## config.mk

```make
export PLATFORM = sky130hd
export DESIGN_NAME = sgdm_datapath
export DESIGN_NICKNAME = d
export VERILOG_FILES = /design/src/design/sgdm_pkg.sv /design/src/design/sgdm_datapath.sv
export SDC_FILE = /design/constraint.sdc
export NUM_CORES = 2
export LEC_CHECK = 0
export BUFFER_PORTS_ARGS = -buffer_cell sky130_fd_sc_hd__buf_2
export CORE_MARGIN = 2
export CORE_UTILIZATION = 40
export DETAILED_ROUTE_END_ITERATION = 8
export SYNTH_ARGS = -nofsm -noshare
export SYNTH_HDL_FRONTEND = slang
export SYNTH_SLANG_ARGS = --single-unit
```

## constraint.sdc

```tcl
create_clock -name clk_i -period 14.94 [get_ports clk_i]
set_clock_uncertainty 0.05 [all_clocks]
set_input_delay 1.494 -clock clk_i [delete_from_list [all_inputs] [get_ports clk_i]]
set_output_delay 1.494 -clock clk_i [all_outputs]
set_load 0.02 [all_outputs]
```

## src/design/sgdm_pkg.sv

```systemverilog
// Shared types, register indexes and fixed-point helpers for the SGD momentum update unit.
package sgdm_pkg;

  localparam int unsigned CfgW  = 16;
  localparam int unsigned IdxW  = 12;
  localparam int unsigned DataW = 32;

  // Configuration register indexes.
  localparam logic [1:0] CFG_STEP_RATE = 2'd0;
  localparam logic [1:0] CFG_MOMENTUM  = 2'd1;
  localparam logic [1:0] CFG_DECAY     = 2'd2;

  // Result buffer depth; it also bounds the words in flight.
  localparam int unsigned FifoDepth = 8;
  localparam int unsigned FifoPtrW  = $clog2(FifoDepth);
  localparam int unsigned FifoCntW  = $clog2(FifoDepth + 1);

  typedef struct packed {
    logic [CfgW-1:0] step_rate;
    logic [CfgW-1:0] momentum_factor;
    logic [CfgW-1:0] decay_factor;
  } cfg_t;

  typedef struct packed {
    logic [DataW-1:0] weight;
    logic [IdxW-1:0]  index;
    logic             sat;
  } result_t;

  // Q0.16 factor times Q16.16 value, rounded half up. The arithmetic shift
  // gives the floor, which matches the rounding for both signs.
  function automatic logic signed [DataW-1:0] frac_mul(input logic [CfgW-1:0] f,
                                                       input logic signed [DataW-1:0] x);
    logic signed [48:0] fe;
    logic signed [48:0] xe;
    logic signed [48:0] p;
    fe = {33'd0, f};
    xe = {{17{x[31]}}, x};
    p  = fe * xe + 49'sd32768;
    return p[47:16];
  endfunction

  function automatic logic clip_ovf(input logic [DataW:0] s);
    return s[DataW] ^ s[DataW-1];
  endfunction

  function automatic logic [DataW-1:0] clip_val(input logic [DataW:0] s);
    logic [DataW-1:0] r;
    r = s[DataW-1:0];
    if (s[DataW] ^ s[DataW-1]) begin
      r = s[DataW] ? 32'h8000_0000 : 32'h7fff_ffff;
    end
    return r;
  endfunction

endpackage

```

## src/design/sgdm_datapath.sv

```systemverilog
// Three-stage update pipeline: decay, velocity read-modify-write with forwarding, weight step.
module sgdm_datapath #(
  parameter int unsigned ELEMENT_COUNT = 4096,
  localparam int unsigned AW = (ELEMENT_COUNT > 1) ? $clog2(ELEMENT_COUNT) : 1
) (
  input  logic                   clk_i,
  input  logic                   rst_ni,
  input  sgdm_pkg::cfg_t         cfg_i,
  input  logic                   in_fire_i,
  input  logic [11:0]            element_index_i,
  input  logic signed [31:0]     weight_in_i,
  input  logic signed [31:0]     gradient_i,
  input  logic                   update_enable_i,
  output logic [AW-1:0]          rd_addr_o,
  input  logic [31:0]            rd_data_i,
  output logic                   wr_en_o,
  output logic [AW-1:0]          wr_addr_o,
  output logic [31:0]            wr_data_o,
  output logic                   res_valid_o,
  output sgdm_pkg::result_t      res_o,
  output logic [1:0]             busy_cnt_o
);
  import sgdm_pkg::*;

  // Stage control.
  logic v1_q, v2_q, v3_q, wr3_q;

  // Stage payload.
  logic [IdxW-1:0]         idx1_q, idx2_q, idx3_q;
  logic signed [DataW-1:0] w1_q, w2_q, w3_q;
  logic signed [DataW-1:0] g1_q;
  logic                    en1_q, en2_q, en3_q;
  logic signed [DataW-1:0] gp2_q;
  logic                    sat2_q, sat3_q;
  logic signed [DataW-1:0] vold2_q;
  logic                    inr2_q;
  logic signed [DataW-1:0] src3_q;

  // Stage 1 logic.
  logic signed [DataW-1:0] dp;
  logic [DataW:0]          gsum;
  logic                    decay_on;
  logic signed [DataW-1:0] gp_d;
  logic                    sat1_d;
  logic                    inr1;
  logic signed [DataW-1:0] vold_d;
  logic [31:0]             idx1_ext;

  // Stage 2 logic.
  logic signed [DataW-1:0] mp;
  logic [DataW:0]          vsum;
  logic signed [DataW-1:0] vnew;
  logic                    mom_on;
  logic                    wr2;
  logic signed [DataW-1:0] src_d;
  logic                    sat2_d;
  logic [31:0]             idx2_ext;
  logic [31:0]             idx_in_ext;

  // Stage 3 logic.
  logic signed [DataW-1:0] step;
  logic [DataW:0]          wdiff;

  assign idx_in_ext = 32'(element_index_i);
  assign rd_addr_o  = idx_in_ext[AW-1:0];

  always_comb begin
    decay_on = |cfg_i.decay_factor;
    dp       = frac_mul(cfg_i.decay_factor, w1_q);
    gsum     = {g1_q[31], g1_q} + {dp[31], dp};
    gp_d     = decay_on ? clip_val(gsum) : g1_q;
    sat1_d   = decay_on & clip_ovf(gsum);
    idx1_ext = 32'(idx1_q);
    inr1     = idx1_ext < ELEMENT_COUNT;
    // The item one stage ahead writes at this edge and the one two ahead wrote
    // while this item's read was in flight, so both bypass the memory word.
    if (!inr1) begin
      vold_d = '0;
    end else if (wr2 && (idx2_q == idx1_q)) begin
      vold_d = vnew;
    end else if (wr3_q && (idx3_q == idx1_q)) begin
      vold_d = src3_q;
    end else begin
      vold_d = rd_data_i;
    end
  end

  always_comb begin
    mom_on   = |cfg_i.momentum_factor;
    mp       = frac_mul(cfg_i.momentum_factor, vold2_q);
    vsum     = {mp[31], mp} + {gp2_q[31], gp2_q};
    vnew     = clip_val(vsum);
    wr2      = v2_q & en2_q & mom_on & inr2_q;
    src_d    = mom_on ? vnew : gp2_q;
    sat2_d   = sat2_q | (mom_on & clip_ovf(vsum));
    idx2_ext = 32'(idx2_q);
  end

  assign wr_en_o   = wr2;
  assign wr_addr_o = idx2_ext[AW-1:0];
  assign wr_data_o = vnew;

  always_comb begin
    step         = frac_mul(cfg_i.step_rate, src3_q);
    wdiff        = {w3_q[31], w3_q} - {step[31], step};
    res_o.index  = idx3_q;
    res_o.weight = en3_q ? clip_val(wdiff) : w3_q;
    res_o.sat    = en3_q & (sat3_q | clip_ovf(wdiff));
  end

  assign res_valid_o = v3_q;
  assign busy_cnt_o  = {1'b0, v1_q} + {1'b0, v2_q} + {1'b0, v3_q};

  always_ff @(posedge clk_i or negedge rst_ni) begin
    if (!rst_ni) begin
      v1_q  <= 1'b0;
      v2_q  <= 1'b0;
      v3_q  <= 1'b0;
      wr3_q <= 1'b0;
    end else begin
      v1_q  <= in_fire_i;
      v2_q  <= v1_q;
      v3_q  <= v2_q;
      wr3_q <= wr2;
    end
  end

  always_ff @(posedge clk_i) begin
    idx1_q  <= element_index_i;
    w1_q    <= weight_in_i;
    g1_q    <= gradient_i;
    en1_q   <= update_enable_i;
    idx2_q  <= idx1_q;
    w2_q    <= w1_q;
    en2_q   <= en1_q;
    gp2_q   <= gp_d;
    sat2_q  <= sat1_d;
    vold2_q <= vold_d;
    inr2_q  <= inr1;
    idx3_q  <= idx2_q;
    w3_q    <= w2_q;
    en3_q   <= en2_q;
    src3_q  <= src_d;
    sat3_q  <= sat2_d;
  end

endmodule

```

==> flow_metrics.py <==
metrics = {
    "synth": {
        "ys_seq_area_share_pct": 8.049,
        "async_flop_share_pct": 1.487,
        "postSynthCellCount": 7555,
        "ys_types": 76,
        "syn_area_um2": 67150,
        "ys_dominant_reg_cell": "dfxtp_1",
        "ys_ff_latch": 269,
        "avgSynthCellArea_um2": 8.889,
        "syn_nets": 9687,
        "synth-edff-count": 0,
        "yosys_warnings": 0,
    },
    "clock_tree": {
        "cts_tree": "built",
        "cts-htree-levels": 2,
        "clock-sinks": 269,
        "cts_root_buf": "clkbuf_16",
        "cts.hold.buffers_added": 0,
        "max-clock-path-buffers": 3,
        "clk_pin_slew_worst_paths_ps": 60,
        "postCtsResizedCells": 0,
        "cts_made_buffers": 35,
        "clock_latency_ps": 610,
        "cts_setup_buffers": 0,
    },
    "grt": {
        "overflow": 0,
        "grt_max_degree": 63,
        "grtUsageTotal_pct": 23.84,
        "grt_first_pass_wirelength_um": 311300,
        "grt_pass1_vias": 53696,
        "grt_antenna_before_repair": 21,
    },
    "timing": {
        "worstMarginPinSlew_ps": 1169,
        "max_freq_ghz": 0.07483,
        "rsz0062_at_grt": "no",
        "slew_headroom_pct": 22.02,
        "report.final.hold_viol_count": 0,
        "drv_slew": 0,
        "fin_tns_setup_ps": 0,
        "layout_min_cycle_time_ps": 13360,
        "period_share_pct": 89.45,
        "setup_viol": 0,
    },
    "place": {
        "numPortBuffers": 264,
        "hpwl_um": 161600,
        "globalplace.congestion": 0.9149,
    },
    "run": {
        "cap_violations": 0,
    },
    "layout": {
        "num-fill-cells": 16602,
        "area_growth_pct": 6.666,
        "drive_gt1_share_pct": 5.676,
        "num-nets-final": 9735,
    },
    "detailed_routing": {
        "vias": 50004,
        "drc": 0,
        "initialDrtViolationCount": 2995,
        "vias_per_cell": 5.081,
        "ant_nets": 0,
        "drt_first_pass_iters": 5,
        "totalWireLength_um": 198700,
        "wire_per_inst_um": 20.19,
    },
    "die": {
        "fp.dieW_um": 413.7,
        "row_count": 150,
        "die_y_um": 413.7,
        "num_io_pins": 265,
        "coreArea_um2": 167000,
        "start_util_pct": 40.20,
        "dieArea_um2": 171200,
    },
    "worst_setup_path": {
        "crit_top_cell": "fa_1",
        "crit_slowest_cell": "nor2_2",
        "crit_type": "in2out",
        "crit_fanout": 32,
        "cp.required_ps": 13400,
        "cp-end-kind": "output port",
        "cpPeakStageDelay_ps": 970,
        "cp.arrival_ps": 11820,
        "setup.worst_path.start_class": "input pin",
    },
    "outcome": {
        "outcome": "complete, no violations",
    },
    "hold_path": {
        "hold_class": "reg2reg",
    },
}
-- critical path, delay by kind of cell --
family,cells,cell delay [ps]
fa+ha+maj,8,3700
compound gates,11,3180
simple gates,7,2190
buf+inv,5,1030
xor+xnor,1,200
-- per-stage QoR --
step,util (%),area (um2),hold slack [ps],worst slack (ps),cells
after detailed placement,42.17,70440,262.1,1755,9770
after global routing,42.87,71610,279.3,903.8,9833
final,42.88,71630,275.7,1576,9842
after CTS,42.87,71610,275.6,1720,9832
after floorplan,-,67150,259.6,3714,7555
after global placement,42.17,70440,260.6,1881,9770
-- layout by cell type (no fill, tap or decap), types with 16 or more instances in the layout --
cell type | synthesis | final
inv_1 | 1929 | 1929
fa_1 | 1453 | 1453
and2_1 | 947 | 947
nand2_1 | 747 | 747
ha_1 | 519 | 519
dfxtp_1 | 265 | 264
buf_2 | 7 | 264
a21oi_1 | 218 | 218
o21ai_0 | 161 | 161
nor2_1 | 154 | 153
xnor2_1 | 134 | 134
xor2_1 | 84 | 84
a21o_1 | 73 | 73
buf_4 | 14 | 53
nor3_1 | 44 | 43
o211ai_1 | 38 | 38
clkbuf_16 | 0 | 36
nand3_1 | 35 | 35
o21a_1 | 35 | 35
nand4_1 | 32 | 32
mux2_2 | 31 | 31
nor2b_1 | 27 | 27
and3_1 | 26 | 26
o21bai_1 | 23 | 23
nand2b_1 | 23 | 23
a31oi_1 | 23 | 22
a211oi_1 | 22 | 22
o21ai_1 | 20 | 20
or3_1 | 16 | 16
-- metal layers --
metal  vias up  share of wire, %  wire, um  track usage [%]
li1      22442                 -         -                -
met1     25869                41     81540            30.43
met2      1351                49     98230            41.25
met3       326               4.9      9822            2.560
met4        16               4.5      9016            9.576
met5         -             0.054       107                0
-- logic make-up (layout without fill, tap and decap cells) --
logic type | Yosys count | in the layout | share of synthesized area (%)
DFF | 269 | 269 | 8.049
xor gates and xnor gates | 219 | 219 | 2.867
and+or+nand+nor | 2091 | 2091 | 16.06
adders and majority gates | 1976 | 1976 | 53.04
buffers and inverters | 2236 | 2309 | 12.59
muxes | 43 | 43 | 0.6987
other | 0 | 10 | 0
AOI/OAI and AO/OA | 721 | 721 | 6.693
-- area by class of cell --
| type | count | area, um2 | area share, % |
|---|---|---|---|
| antenna | 10 | 25.02 | 0.03493 |
| clock buffer | 42 | 933.4 | 1.303 |
| clock inverter | 20 | 236.5 | 0.3301 |
| inverter | 1930 | 7244 | 10.11 |
| multi-input combinational | 5050 | 53310 | 74.42 |
| sequential | 269 | 5406 | 7.548 |
| tap | 2204 | 2758 | 3.850 |
| timing repair buffer | 317 | 1719 | 2.400 |
-- synth_stat cells, types with 38 or more instances --
cell type / number / share of area [%]
nor2_1: 154 / 0.86
clkbuf_1: 283 / 1.6
o211ai_1: 38 / 0.42
dfxtp_1: 265 / 7.9
a21o_1: 73 / 0.82
ha_1: 519 / 9.7
xnor2_1: 134 / 1.7
o21ai_0: 161 / 1.2
a21oi_1: 218 / 1.6
nor3_1: 44 / 0.33
xor2_1: 84 / 1.1
nand2_1: 747 / 4.2
inv_1: 1929 / 11
and2_1: 947 / 8.8
fa_1: 1453 / 43
-- flip-flops by register name, summed over array words and instances (netlist names) --
signal and cells:
wr3_q 1, idx1_q 12, sat3_q 1, v1_q 1, idx3_q 12, en1_q 1, res_valid_o 1, v2_q 1
gp2_q 32, w2_q 32, g1_q 32, w1_q 32, src3_q 32, en3_q 1, vold2_q 32, wr_addr_o 12
sat2_q 1, en2_q 1, w3_q 32
-- final timing paths --
check | start | cells past startpoint | end | slack [ps]
min reg2reg | w2_q[15]$_DFF_P_ | 0 | w3_q[15]$_DFF_P_ | 280
max | cfg_i[41] | 32 | res_o[28] | 1580
max reg2reg | w1_q[7]$_DFF_P_ | 33 | gp2_q[8]$_DFF_P_ | 3610
min | w2_q[15]$_DFF_P_ | 0 | w3_q[15]$_DFF_P_ | 280
min in group asynchronous | rst_ni | 1 | wr3_q$_DFF_PN0_ | 650
max in group asynchronous | rst_ni | 1 | v1_q$_DFF_PN0_ | 14070
Power is not shown: default switching activity piles up to over one toggle a cycle in this logic, so the estimate is an artifact.
