$ cat config.mk
export PLATFORM = sky130hd
export DESIGN_NAME = sgdm_out_fifo
export DESIGN_NICKNAME = d
export VERILOG_FILES = /design/src/design/sgdm_pkg.sv /design/src/design/sgdm_out_fifo.sv
export SDC_FILE = /design/constraint.sdc
export NUM_CORES = 1
export LEC_CHECK = 0
export ABC_CLOCK_PERIOD_IN_PS = 9130
export BUFFER_PORTS_ARGS = -buffer_cell sky130_fd_sc_hd__clkbuf_2
export CORE_MARGIN = 5
export CORE_UTILIZATION = 55
export CTS_BUF_LIST = sky130_fd_sc_hd__clkbuf_4
export DETAILED_ROUTE_END_ITERATION = 10
export PLACE_DENSITY = 0.74
export SYNTH_ARGS = -nofsm -noshare
export SYNTH_HDL_FRONTEND = slang
export SYNTH_SLANG_ARGS = --single-unit
$ cat constraint.sdc
create_clock -name clk_i -period 9.13 [get_ports clk_i]
set_input_delay 0.913 -clock clk_i [delete_from_list [all_inputs] [get_ports clk_i]]
set_output_delay 0.913 -clock clk_i [all_outputs]
set_load 0.01 [all_outputs]
$ cat src/design/sgdm_pkg.sv
// Shared types, register indexes and fixed-point helpers for the SGD momentum update unit.
package sgdm_pkg;

  localparam int unsigned CfgW  = 16;
  localparam int unsigned IdxW  = 12;
  localparam int unsigned DataW = 32;

  // Configuration register indexes.
  localparam logic [1:0] CFG_STEP_RATE = 2'd0;
  localparam logic [1:0] CFG_MOMENTUM  = 2'd1;
  localparam logic [1:0] CFG_DECAY     = 2'd2;

  // Result buffer depth; it also bounds the words in flight.
  localparam int unsigned FifoDepth = 8;
  localparam int unsigned FifoPtrW  = $clog2(FifoDepth);
  localparam int unsigned FifoCntW  = $clog2(FifoDepth + 1);

  typedef struct packed {
    logic [CfgW-1:0] step_rate;
    logic [CfgW-1:0] momentum_factor;
    logic [CfgW-1:0] decay_factor;
  } cfg_t;

  typedef struct packed {
    logic [DataW-1:0] weight;
    logic [IdxW-1:0]  index;
    logic             sat;
  } result_t;

  // Q0.16 factor times Q16.16 value, rounded half up. The arithmetic shift
  // gives the floor, which matches the rounding for both signs.
  function automatic logic signed [DataW-1:0] frac_mul(input logic [CfgW-1:0] f,
                                                       input logic signed [DataW-1:0] x);
    logic signed [48:0] fe;
    logic signed [48:0] xe;
    logic signed [48:0] p;
    fe = {33'd0, f};
    xe = {{17{x[31]}}, x};
    p  = fe * xe + 49'sd32768;
    return p[47:16];
  endfunction

  function automatic logic clip_ovf(input logic [DataW:0] s);
    return s[DataW] ^ s[DataW-1];
  endfunction

  function automatic logic [DataW-1:0] clip_val(input logic [DataW:0] s);
    logic [DataW-1:0] r;
    r = s[DataW-1:0];
    if (s[DataW] ^ s[DataW-1]) begin
      r = s[DataW] ? 32'h8000_0000 : 32'h7fff_ffff;
    end
    return r;
  endfunction

endpackage

$ cat src/design/sgdm_out_fifo.sv
// Result buffer between the pipeline and the output channel.
module sgdm_out_fifo (
  input  logic                                 clk_i,
  input  logic                                 rst_ni,
  input  logic                                 push_i,
  input  sgdm_pkg::result_t                    push_data_i,
  input  logic                                 pop_i,
  output logic                                 valid_o,
  output sgdm_pkg::result_t                    data_o,
  output logic [$clog2(sgdm_pkg::FifoDepth+1)-1:0] count_o
);
  import sgdm_pkg::*;

  result_t             buf_q [FifoDepth];
  logic [FifoPtrW-1:0] wr_ptr_q, wr_ptr_d;
  logic [FifoPtrW-1:0] rd_ptr_q, rd_ptr_d;
  logic [FifoCntW-1:0] cnt_q, cnt_d;

  always_comb begin
    wr_ptr_d = wr_ptr_q + FifoPtrW'(push_i);
    rd_ptr_d = rd_ptr_q + FifoPtrW'(pop_i);
    cnt_d    = cnt_q + FifoCntW'(push_i) - FifoCntW'(pop_i);
  end

  always_ff @(posedge clk_i or negedge rst_ni) begin
    if (!rst_ni) begin
      wr_ptr_q <= '0;
      rd_ptr_q <= '0;
      cnt_q    <= '0;
    end else begin
      wr_ptr_q <= wr_ptr_d;
      rd_ptr_q <= rd_ptr_d;
      cnt_q    <= cnt_d;
    end
  end

  always_ff @(posedge clk_i) begin
    if (push_i) begin
      buf_q[wr_ptr_q] <= push_data_i;
    end
  end

  assign valid_o = cnt_q != '0;
  assign data_o  = buf_q[rd_ptr_q];
  assign count_o = cnt_q;

endmodule

==> results.tsv, run 1 <==
metric	value	unit
hold_violations	0	
arrival	3.50	ns
cp_data_required_time	8.22	ns
h-tree-depth	3	
viasPerCell	5.62	
start_util	55.5	%
syn_inst	568	
syn_to_final_growth	14.1	%
crit_path_top_delay_cell	dfrtp_4	
io_pins	99	
syn_area	14400	um2
synth_seq_cells	370	
placed_cells	988	
place_congestion	0.732	
skew	0.0403	ns
portBuffers	98	
row_count	59	
drv_cap	0	
path_clk_slew	0.07	ns
route.detailed.drc	0	
core	25900	um2
cts_num_sinks	370	
post_cts_buffers	0	
post_cts_resized	0	
num-nets-final	804	
hp-class	primary input to async pin	
yosysTopAreaCell	edfxtp_1	
dieArea	29500	um2
grt_usage	18.5	%
numCtsBuffers	90	
synth.top_cell.area_share	75.2	%
cp_top_family	multiplexers	
fin_crit_sh	48.4	%
clock_path_buffers	3	
ctsRootBufferMaster	clkbuf_4	
cts_tree	yes	
status	complete, no violations	
period_minus_slack	4.42	ns
grt_pass1_vias	7091	
cp-start-kind	flop	
detail-route-antenna-nets	0	
powerDensity	303	nW/um2
antenna_found_initial	2	
critPathBufInv	2	
drive_above_1_share	36.4	%
chipWidth	172	um
fill_cells	1739	
clk_latency	0.69	ns
fin_ws	4.71	ns
grt_max_degree	92	
vdd_drop_max	0.000231	V
yosysUniqueCellTypes	21	
synth_area_per_cell	25.3	um2
grt_pass1_wl	39900	um
die_y	172	um
maxSlewHeadroom	20.5	%
post_drt_wl_per_cell	23.1	um
pre_cts_slack	5.40	ns
synth_area_leaders	edfxtp_1 75%, mux4_1 16%, mux2_2 3.5%, dfrtp_1 1.7%, buf_6 0.78%	
critPathCaptureType	output port	
synth_nets	627	
yosysSeqAreaShare	76.9	%
path_max_fanout	54	
setup_tns	0	ns
yosysWarnings	0	
fin_cells	1152	
path_class	flop to output port	
ctsHoldBuffers	0	
wl	26600	um
finalSetupViolCount	0	
firstDrtPassIters	4	
power.leakage	5.81	nW
gr-total-overflow	0	
slew_viol_final	0	
cp_slowest_stage_delay	0.86	ns
rsz0062_at_grt	false	
num_vias	6473	
hpwl	14700	um
first_iter_violations	525	
fmax	226	MHz
worstPathCellList	buf_4, mux4_1, mux2_2, clkbuf_2	
multi_input_area	3170	um2
power	4.97	mW
ff_latch_area	11100	um2
worst_pin_slew	1.19	ns
## cells in the mapped netlist (all sizes together)
library cell    n
clkbuf          6
ha              9
buf            19
nand2b          3
mux2           45
xnor2           1
a21o            1
mux4           90
nor2            6
fa              1
nand2           2
nand3           1
edfxtp        360
inv             8
a21oi           1
dfrtp          10
xor2            3
nor3            2
## stage by stage
stage                     hold WS, ns  cell area (um2)  utilization [%]
final                          0.0820            16400             63.3
after global routing           0.0429            16400             63.3
after detailed placement        0.524            15300             58.9
after CTS                     0.00365            16400             63.3
after global placement          0.501            15300             58.9
after floorplan                 0.478            14400                -
## worst paths after layout
check / startpoint / endpoint / slack, ns / cells after the start
worst max-delay path: rd_ptr_q[0] / data_o[20] / 4.71 / 4
worst min-delay path: rst_ni / count_o[3] / 0.08 / 1
worst max register to register: wr_ptr_q[1] / buf_q[2][18] / 6.62 / 3
worst min register to register: wr_ptr_q[1] / wr_ptr_q[1] / 0.54 / 1
max in group asynchronous: rst_ni / rd_ptr_q[0] / 8.80 / 1
min in group clk_i: pop_i / rd_ptr_q[0] / 0.50 / 2
## layer usage
| metal | up-vias | GRT usage (%) | share of wire [%] |
|---|---|---|---|
| met5 | - | 0 | 0.049 |
| met4 | 2 | 6.27 | 1.2 |
| met3 | 21 | 4.99 | 6.4 |
| met2 | 199 | 32.1 | 54 |
| met1 | 3307 | 22.7 | 38 |
| li1 | 2944 | - | - |
## registers in the layout, indices dropped and copies added, names as in the netlist
register and count:
buf_q 360, rd_ptr_q 3, wr_ptr_q 3, count_o 4
## worst register-to-register path: stages (launching register included)
cell     delay (ns)
dfrtp_1        0.37
nand2_1        0.21
nor3_2         0.95
buf_4          0.57
## cells by family (layout without fill, tap and decap cells)
family	Yosys count	in the layout	share of synthesized area (%)
xor+xnor	4	4	0.244
mux	135	135	20.0
flops	370	370	76.9
fa+ha+maj	10	10	0.922
buf+inv	33	281	1.40
compound gates	2	2	0.0870
simple gates	14	14	0.444
other cells	0	1	0
## cell type report
cell class / count / area share [%]
Multi-Input combinational cell: 165 / 19.3
Sequential cell: 370 / 67.5
Antenna cell: 1 / 0.0152
Timing Repair Buffer: 110 / 3.54
Clock inverter: 39 / 1.26
Clock buffer: 124 / 5.67
Tap cell: 335 / 2.55
Inverter: 8 / 0.183
## cell usage in the layout, fill, tap and decap left out, types with 2 or more instances in the layout
cell	instances
edfxtp_1	360
clkbuf_4	124
clkbuf_2	98
mux4_1	90
mux2_2	45
clkinv_1	32
buf_4	12
ha_1	9
inv_1	8
dfrtp_1	7
nor2_4	6
xor2_1	3
nand2b_1	3
clkinv_2	3
nand2_1	2
nor3_2	2
bufinv_16	2
dfrtp_4	2
## where the power goes
group	internal (mW)	switching, mW	total [mW]
Sequential	2.14	0.194	2.33
Clock	0.688	0.613	1.30
Combinational	0.692	0.646	1.34
Power figures use the tool's default switching activity.
==> inputs of run 2 (changes only) <==
--- a/config.mk
+++ b/config.mk
@@ -5,13 +5,13 @@
 export SDC_FILE = /design/constraint.sdc
 export NUM_CORES = 1
 export LEC_CHECK = 0
-export ABC_CLOCK_PERIOD_IN_PS = 9130
+export ABC_CLOCK_PERIOD_IN_PS = 3860
 export BUFFER_PORTS_ARGS = -buffer_cell sky130_fd_sc_hd__clkbuf_2
 export CORE_MARGIN = 5
 export CORE_UTILIZATION = 55
 export CTS_BUF_LIST = sky130_fd_sc_hd__clkbuf_4
 export DETAILED_ROUTE_END_ITERATION = 10
-export PLACE_DENSITY = 0.74
+export PLACE_DENSITY = 0.76
 export SYNTH_ARGS = -nofsm -noshare
 export SYNTH_HDL_FRONTEND = slang
 export SYNTH_SLANG_ARGS = --single-unit
==> constraint.sdc (replaced) <==
create_clock -name clk_i -period 3.86 [get_ports clk_i]
set_input_delay 0.386 -clock clk_i [delete_from_list [all_inputs] [get_ports clk_i]]
set_output_delay 0.386 -clock clk_i [all_outputs]
set_load 0.01 [all_outputs]
==> run 2 against run 1 <==
Compared with the run above:
- final cell count up 4.2%
- critical path depth unchanged
- wire length down 0.24%
- utilization up 2.2 points
- worst hold slack better by 0.014 ns
- via count up 3.5%
- critical endpoint is now data_o[4]
==> results.tsv, run 2 (same netlist as run 1, synthesis figures left out) <==
metric	value	unit
status	complete, no violations	
num-nets-final	852	
rsz0062_at_grt	false	
ctsRootBufferMaster	clkbuf_4	
hp-start	push_i	
cp_data_required_time	3.47	ns
vdd_drop_max	0.000425	V
crit_path_top_delay_cell	dfrtp_4	
gr-total-overflow	0	
portBuffers	98	
cp_slowest_stage_delay	0.69	ns
cts_tree	yes	
wl_met1	10500	um
io_pins	99	
row_count	59	
power.leakage	6.04	nW
place_congestion	0.709	
syn_to_final_growth	18.1	%
core	25900	um2
numCtsBuffers	88	
grt_pass1_wl	40800	um
holdPathEnd	count_o[0]	
wl	26600	um
hp-class	primary input to flop	
clk_latency	0.67	ns
clock_path_buffers	3	
cts_num_sinks	370	
dieArea	29500	um2
timing.rr.end	buf_q[4][44]	
path_max_fanout	24	
met3_length	1620	um
drive_above_1_share	35.5	%
h-tree-depth	3	
slew_viol_final	0	
routed.top_layer	met4	
dr_wl_met2	14100	um
maxSlewHeadroom	45.7	%
r2r-start	wr_ptr_q[1]	
layout_common_cells	360 x edfxtp_1, 132 x clkbuf_4, 98 x clkbuf_2, 90 x mux4_1, 47 x dlygate4sd3_1	
grt_pass1_vias	7268	
chipWidth	172	um
die_y	172	um
mostFrequentLayoutCell	edfxtp_1	
setup_tns	0	ns
detail-route-antenna-nets	0	
hpwl	14800	um
finalSetupViolCount	0	
first_iter_violations	451	
worstPathCellList	buf_4, mux4_1, mux2_2, clkbuf_2	
skew	0.0417	ns
firstDrtPassIters	4	
powerDensity	694	nW/um2
fmax	308	MHz
start_util	55.5	%
route.detailed.drc	0	
reg2reg_depth	3	
min_path_cells	2	
cp-start-kind	flop	
post_cts_buffers	0	
num_vias	6700	
critPathCaptureType	output port	
post_drt_wl_per_cell	22.1	um
fin_ws	0.615	ns
arrival	2.86	ns
grt_max_degree	47	
path_class	flop to output port	
antenna_found_initial	3	
hold_violations	0	
power	11.8	mW
r2r_setup_slack	1.80	ns
worst_pin_slew	0.813	ns
path_clk_slew	0.07	ns
largest_reg_flops	360	
viasPerCell	5.58	
fin_crit_sh	84.1	%
fill_cells	1618	
pre_cts_slack	1.29	ns
period_minus_slack	3.24	ns
drv_cap	0	
top_register	buf_q	
grt_usage	18.6	%
## run 2: repair_timing
action	in CTS	in global routing
hold endpoints to repair	370	0
resized for setup	0	0
hold buffers	47	0
## run 2: per-stage QoR
| stage | util (%) | instance area, um2 | cells | hold slack (ns) |
|---|---|---|---|---|
| floorplan | - | 14400 | 568 | 0.0904 |
| global placement | 59.5 | 15400 | 991 | 0.265 |
| detailed placement | 59.5 | 15400 | 991 | 0.275 |
| CTS | 65.5 | 17000 | 1196 | 0.0514 |
| global route | 65.5 | 17000 | 1199 | 0.0567 |
| finish | 65.5 | 17000 | 1200 | 0.0956 |
## run 2: report_power, final
part,internal (mW),switching (mW)
combinational,1.74,1.68
sequential,5.06,0.352
clock,1.56,1.40
total,8.36,3.43
## run 2: worst max path at each step
stage           startpoint     endpoint  slack [ns]  cells after the start
2_1_floorplan  wr_ptr_q[2]  buf_q[1][0]        0.90                      2
3_3_place_gp   rd_ptr_q[0]    data_o[4]        1.35                      4
3_5_place_dp   rd_ptr_q[0]    data_o[4]        1.29                      4
4_1_cts        rd_ptr_q[0]    data_o[4]        0.54                      4
5_1_grt        rd_ptr_q[0]    data_o[4]        0.48                      4
6_report       rd_ptr_q[0]    data_o[4]        0.62                      4
## run 2: worst max-delay path: cells and delay by family (launching register included)
family                 cells  cell delay [ns]
buffers and inverters      2             0.58
flip-flops                 1             0.69
multiplexers               2             0.91
## run 2: final cells by class
cell class | count | area, um2 | area share [%]
multi-input cells | 165 | 3180 | 18.7
clock inverters | 26 | 100 | 0.590
repair buffers | 160 | 1170 | 6.91
flip-flops and latches | 370 | 11100 | 65.2
diodes | 4 | 10.0 | 0.0590
inverters | 8 | 30.0 | 0.177
clock buffers | 132 | 991 | 5.84
well taps | 335 | 419 | 2.47
## run 2: per-layer routing
metal  GRT usage (%)  up-vias
met2            31.8      203
met1            24.0     3451
met5               0        -
li1                -     3020
met4            5.75        0
met3            4.23       26
